--- src/hdl/assert_macros.svh ---
// Assertion macros shared by the address match RTL.
// No dependencies; included by files that carry concurrent assertions.
`ifndef ASSERT_MACROS_SVH
`define ASSERT_MACROS_SVH

// Property that must hold at every clock edge outside reset.
`define ASSERT_ALWAYS(label, clk, rst_n, prop, msg) \
    label: assert property (@(posedge clk) disable iff (!rst_n) (prop)) else $error(msg);

// Antecedent implies consequent in the same cycle.
`define ASSERT_IMPLY(label, clk, rst_n, ante, cons, msg) \
    label: assert property (@(posedge clk) disable iff (!rst_n) (ante) |-> (cons)) \
        else $error(msg);

// Antecedent implies consequent in the next cycle.
`define ASSERT_NEXT(label, clk, rst_n, ante, cons, msg) \
    label: assert property (@(posedge clk) disable iff (!rst_n) (ante) |=> (cons)) \
        else $error(msg);

`endif

--- src/hdl/wnam_pkg.sv ---
// Package for the wildcard node address match core: sizes, codes, transaction types
// and the per-entry class compare. No dependencies.
`timescale 1ns / 1ps

package wnam_pkg;

    localparam int NODES = 64;
    localparam int IDX_W = (NODES > 1) ? $clog2(NODES) : 1;
    localparam int CNT_W = $clog2(NODES + 1);
    localparam logic [15:0] WILD = 16'hffff;

    localparam logic OP_LOOKUP = 1'b0;
    localparam logic OP_APPEND = 1'b1;

    localparam logic [1:0] MODE_FULL  = 2'd0;
    localparam logic [1:0] MODE_EXACT = 2'd1;
    localparam logic [1:0] MODE_WILD  = 2'd2;

    typedef enum logic [2:0] {
        CLS_EXACT,
        CLS_POINT,
        CLS_NODE,
        CLS_NET,
        CLS_ALL,
        CLS_NONE
    } cls_t;

    typedef enum logic [1:0] {
        ST_IDLE,
        ST_APPEND,
        ST_SCAN
    } state_t;

    typedef struct packed {
        logic [15:0] zone;
        logic [15:0] net;
        logic [15:0] node;
        logic [15:0] point;
    } addr_t;

    typedef struct packed {
        logic        op;
        logic [1:0]  mode;
        logic [15:0] addr_zone;
        logic [15:0] addr_net;
        logic [15:0] addr_node;
        logic [15:0] addr_point;
    } cmd_t;

    typedef struct packed {
        logic [CNT_W-1:0] index;
        logic             found;
        logic             full_res;
    } result_t;

    // lookup token passed along the cell row
    typedef struct packed {
        logic             valid;
        addr_t            key;
        logic [1:0]       mode;
        cls_t             cls;
        logic [IDX_W-1:0] idx;
    } tok_t;

    // best class an entry hits for a key, among those the mode allows
    function automatic cls_t hit_class(addr_t e, addr_t a, logic [1:0] mode);
        logic [4:0] hit;
        cls_t       c;
        hit[0] = (e.zone == a.zone) && (e.net == a.net) &&
                 (e.node == a.node) && (e.point == a.point);
        hit[1] = (e.point == WILD) && (e.zone == a.zone) &&
                 (e.net == a.net) && (e.node == a.node);
        hit[2] = (e.node == WILD) && (e.zone == a.zone) && (e.net == a.net);
        hit[3] = (e.net == WILD) && (e.zone == a.zone);
        hit[4] = (e.zone == WILD);
        if (mode == MODE_WILD) begin
            hit[0] = 1'b0;
        end
        if (!(mode == MODE_FULL || mode == MODE_WILD)) begin
            hit[4:1] = 4'b0000;
        end
        if (hit[0]) begin
            c = CLS_EXACT;
        end else if (hit[1]) begin
            c = CLS_POINT;
        end else if (hit[2]) begin
            c = CLS_NODE;
        end else if (hit[3]) begin
            c = CLS_NET;
        end else if (hit[4]) begin
            c = CLS_ALL;
        end else begin
            c = CLS_NONE;
        end
        return c;
    endfunction

endpackage

--- src/hdl/wnam_cell.sv ---
// One table cell: holds a single address entry and updates the passing lookup token.
// Depends on wnam_pkg.
`timescale 1ns / 1ps

module wnam_cell (
    input  logic                      clk,
    input  logic                      rst_n,
    input  logic [wnam_pkg::IDX_W-1:0] slot,
    input  logic                      live,
    input  logic                      wr_en,
    input  wnam_pkg::addr_t           wr_data,
    input  wnam_pkg::tok_t            tok_in,
    output wnam_pkg::tok_t            tok_out
);

    wnam_pkg::addr_t entry_reg;
    wnam_pkg::addr_t entry_next;
    logic            tok_valid_reg;
    logic            tok_valid_next;
    wnam_pkg::tok_t  tok_reg;
    wnam_pkg::tok_t  tok_next;
    wnam_pkg::cls_t  own_cls;

    always_comb
    begin
        entry_next = wr_en ? wr_data : entry_reg;
    end

    always_comb
    begin
        own_cls  = live ? wnam_pkg::hit_class(entry_reg, tok_in.key, tok_in.mode)
                        : wnam_pkg::CLS_NONE;
        tok_next = tok_in;
        // strictly better class only: lower index keeps ties
        if (own_cls < tok_in.cls) begin
            tok_next.cls = own_cls;
            tok_next.idx = slot;
        end
        tok_valid_next = tok_in.valid;
    end

    always_ff @(posedge clk)
    begin
        entry_reg <= entry_next;
        tok_reg   <= tok_next;
    end

    always_ff @(posedge clk or negedge rst_n)
    begin
        if (!rst_n)
        begin
            tok_valid_reg <= 1'b0;
        end
        else
        begin
            tok_valid_reg <= tok_valid_next;
        end
    end

    always_comb
    begin
        tok_out       = tok_reg;
        tok_out.valid = tok_valid_reg;
    end

endmodule

--- config.mk ---
export PLATFORM = sky130hd
export DESIGN_NAME = wnam_cell
export DESIGN_NICKNAME = d
export VERILOG_FILES = /design/src/hdl/assert_macros.svh /design/src/hdl/wnam_pkg.sv /design/src/hdl/wnam_cell.sv
export SDC_FILE = /design/constraint.sdc
export NUM_CORES = 1
export LEC_CHECK = 0
export BUFFER_PORTS_ARGS = -buffer_cell sky130_fd_sc_hd__buf_4
export CAP_MARGIN = 40
export CELL_PAD_IN_SITES_DETAIL_PLACEMENT = 0
export CELL_PAD_IN_SITES_GLOBAL_PLACEMENT = 1
export CORE_MARGIN = 10
export CORE_UTILIZATION = 35
export DETAILED_ROUTE_END_ITERATION = 16
export PLACE_DENSITY = 0.81
export SETUP_SLACK_MARGIN = 0.5
export SYNTH_ARGS = -nofsm -noshare
export SYNTH_HDL_FRONTEND = slang
export SYNTH_SLANG_ARGS = --single-unit
--- constraint.sdc ---
create_clock -name clk -period 3.4 [get_ports clk]
set_input_delay 0.68 -clock clk [delete_from_list [all_inputs] [get_ports clk]]
set_output_delay 0.68 -clock clk [all_outputs]
set_load 0.05 [all_outputs]
==> run summary <==
• 225 — count of buffers from port buffering
• 0.42 ns — Largest stage delay, worst path
• 0 — CTS Hold Buffers Added
• 140 — clock net sink count
• 1021 — fill cell total of the finished layout
• 4550 µm² — Mapped Area
• 3574 — number of global-route vias before repair
• sky130_fd_sc_hd__edfxtp_1 (42%), sky130_fd_sc_hd__dfxtp_1 (33%), sky130_fd_sc_hd__xnor2_1 (6.2%) — dominant cells by area after synthesis
• in -> async — worst min-delay path class
• 0 — antenna violations before repair
• 703 — layout net count
• xnor2_1 -> nand4_1 -> nor4_2 -> buf_4 -> nand2_4 -> nor2_4 -> a21boi_4 -> o31ai_2 -> ha_2 -> or3b_4 -> o221ai_4 -> buf_12 -> mux2_4 — list of cells traversed by the critical path
• 404 µV — worst supply voltage drop on vdd
• 13500 µm — final WL
• 0.41 ns — minimum setup slack among reg-to-reg paths
• 14.4% — global-route usage over all layers
• 0.773 — final weighted congestion in routability-driven placement
• 0 — number of warning messages in the yosys log
• 735 — final cell count without fillers
• 0.06 ns — clock input transition at the sequential cells of the worst setup and hold paths
• 0.413 ns — final critical-path setup slack
• 0 — number of endpoints with negative hold slack in the final report
• 0 — number of nets still failing antenna checks after routing
• 17 — Num CTS Buffers
• 18000 µm² — area of the die
• 0.830 ns — slew at the pin closest to its max-slew limit
• 134 µm — Horiz. Die Dim
• sky130_fd_sc_hd__edfxtp_1 — area leader, netlist
• sky130_fd_sc_hd__clkbuf_16 — Root Buffer Master
• 64.8% — layout-stage area growth over the synthesis result
• 685 — number of placed instances, taps included
• 140 — post-synthesis register bit count
• 2 — CTS Buffer Depth
• 3252 — routed via count
• 0.42 ns — Clk Latency, worst-skew pair
• 226 — count of pins on the block boundary
• 64 — number of flops mapped to enable cells by yosys
• 12700 µm² — placeable core area
• sky130_fd_sc_hd__dfxtp_1 — most used flip-flop cell after synthesis
• 44.7% — worst relative slew slack
• reg -> reg — type of the setup path with the least slack
• 87.9% — period utilisation layout
• 4530 µW — Power Total
• 0 — # Max-Cap Violations
• 16.3 µm² — Synth Area per Inst
• 65 — largest net degree at the start of global routing
• 75.7% — sequential share of the synthesized area
• 335 MHz — Max Clock Freq
• 0 ns — accumulated negative setup slack
• entry_reg[63] — Reg2Reg Launch Point
• 8 — largest fanout on the critical path
• 2 — Critical path buffers and inverters
• yes — unrepaired setup endpoints after global routing
• 0.00656 ns — skew final
• 35.9% — starting utilization of the core area
• 3.29 ns — Worst EP arrival
• done — clock tree from TritonCTS
• tok_out[4] — capture point of the worst reg-to-reg path
• -0.299 ns — post-placement worst setup slack
• 4 — H-tree levels
• complete, no violations — status
• 142 — First DRT Iteration DRCs
• 41 — placement row count
• 26 — count of different cell masters after synthesis
• 279 — gate count after technology mapping
• 4.42 — DR vias/cell
• 56.0% — fraction of layout cells with a size suffix above 1
• 0 — final count of negative-setup-slack endpoints
• 432 — Mapped Nets
• sky130_fd_sc_hd__edfxtp_1 — slowest cell on the critical path
• 75 — flip-flop count of the largest register, all copies and words added
• 0.714% — fraction of registers with async set or reset after synthesis
• 13 — number of cells on the worst reg-to-reg path
• 18.4 µm — wire length per cell after detailed routing
• 0 — Slew Viols, Final
• flop — CP startpoint kind
• sky130_fd_sc_hd__dfxtp_1 — count leader, synth
• 4 — TritonRoute pass-1 iters
• 0 — global route overflow
• flop — Critical Path Sink Type
• 19500 µm — first-pass GRT wire length
• 0 — number of diodes
• 3.70 ns — required time at the worst-slack endpoint
• 2.99 ns — shortest period the worst path allows
• 10600 µm — post-DP HPWL
• sky130_fd_sc_hd__dfxtp_1 (75), sky130_fd_sc_hd__edfxtp_1 (64), sky130_fd_sc_hd__xnor2_1 (32), sky130_fd_sc_hd__xor2_1 (32), sky130_fd_sc_hd__nand4_1 (25) — top cells by instance count after synthesis
• 42.2% — Synth top area share
• 0.00325 µW — leakage power summed over all cells
• 603 nW/µm² — power density normalized to cell area
• 0 — Residual DRC
• simple AND/OR/NAND/NOR gates — gate family responsible for the most delay along the worst path
• 134 µm — Die Ht
## layer usage
| metal | part of all wire [%] | global-route usage [%] | vias to the layer above |
|---|---|---|---|
| met5 | 0 | 0 | - |
| met4 | 2.7 | 6.95 | 0 |
| met3 | 8.8 | 6.20 | 20 |
| met2 | 53 | 25.4 | 155 |
| met1 | 36 | 14.1 | 1512 |
| li1 | - | - | 1565 |
## worst max-delay path by stage
stage                  start  slack [ns]    endpoint  cells after the start
6_report       entry_reg[63]        0.41  tok_out[4]                     13
5_1_grt        entry_reg[55]        0.22  tok_out[4]                     13
4_1_cts        entry_reg[14]        0.37  tok_out[4]                     13
3_5_place_dp      tok_in[52]       -0.30  tok_out[4]                     12
3_3_place_gp      tok_in[52]       -0.25  tok_out[6]                     12
2_1_floorplan     tok_in[72]        0.29  tok_out[0]                     11
## report_power, final
group	internal (µW)	leakage (µW)	switching [µW]	total [µW]
sequential	1890	0.00127	58.1	1940
clock	1320	0.000325	682	2000
combinational	260	0.00165	322	582
total	3460	0.00325	1060	4530
## cell type report
type	instances	area [µm²]	share of cell area (%)
clock buffer	25	572	7.62
inverter	4	15.0	0.200
sequential	140	3450	46.0
clock inverter	7	92.6	1.23
timing repair buffer	253	1910	25.5
multi-input combinational	134	1250	16.6
tap	172	215	2.87
## placed cells by master, fill, tap and decap left out, types with 2 or more instances in the layout
cell type / n
sky130_fd_sc_hd__xnor2_2: 4
sky130_fd_sc_hd__ha_2: 2
sky130_fd_sc_hd__edfxtp_1: 64
sky130_fd_sc_hd__mux2_4: 8
sky130_fd_sc_hd__xor2_1: 32
sky130_fd_sc_hd__clkbuf_1: 2
sky130_fd_sc_hd__nor4_1: 7
sky130_fd_sc_hd__xnor2_1: 28
sky130_fd_sc_hd__buf_4: 252
sky130_fd_sc_hd__nand4_1: 25
sky130_fd_sc_hd__clkbuf_16: 22
sky130_fd_sc_hd__nand2_1: 4
sky130_fd_sc_hd__dfxtp_1: 75
sky130_fd_sc_hd__nor4_4: 2
sky130_fd_sc_hd__inv_1: 4
sky130_fd_sc_hd__bufinv_16: 2
sky130_fd_sc_hd__nor4_2: 5
sky130_fd_sc_hd__clkinv_2: 2
## cells by family (layout without fill, tap and decap cells)
group | count (synthesis) | in the layout | synth area share, %
flops | 140 | 140 | 75.7
xor+xnor | 64 | 64 | 12.3
simple gates | 52 | 52 | 6.95
mux | 8 | 8 | 1.98
compound gates | 7 | 7 | 1.70
buf+inv | 5 | 289 | 0.495
fa+ha+maj | 3 | 3 | 0.824
## through the flow
| stage | util, % | hold slack, ns | area, µm² |
|---|---|---|---|
| 3_5_place_dp | 52.1 | 0.456 | 6600 |
| 5_1_grt | 59.2 | 0.0135 | 7500 |
| 6_report | 59.2 | 0.0262 | 7500 |
| 3_3_place_gp | 52.1 | 0.455 | 6600 |
| 2_1_floorplan | - | 0.384 | 4630 |
| 4_1_cts | 58.9 | 0.0128 | 7460 |
## worst reg2reg max path: cells and delay by family, from the launching register on
kind            cells  cell delay (ns)
fa+ha+maj           1             0.18
flops               1             0.42
compound gates      3             0.49
simple gates        5             0.97
buf+inv             2             0.32
xor+xnor            1             0.19
mux                 1             0.30
## repair_timing
| action | CTS | global route |
|---|---|---|
| pin swaps | 9 | 12 |
| resized for setup | 11 | 6 |
| setup endpoints to repair | 8 | 8 |
| setup buffers | 17 | 1 |
Note: power is estimated with default switching activity, not from simulation.
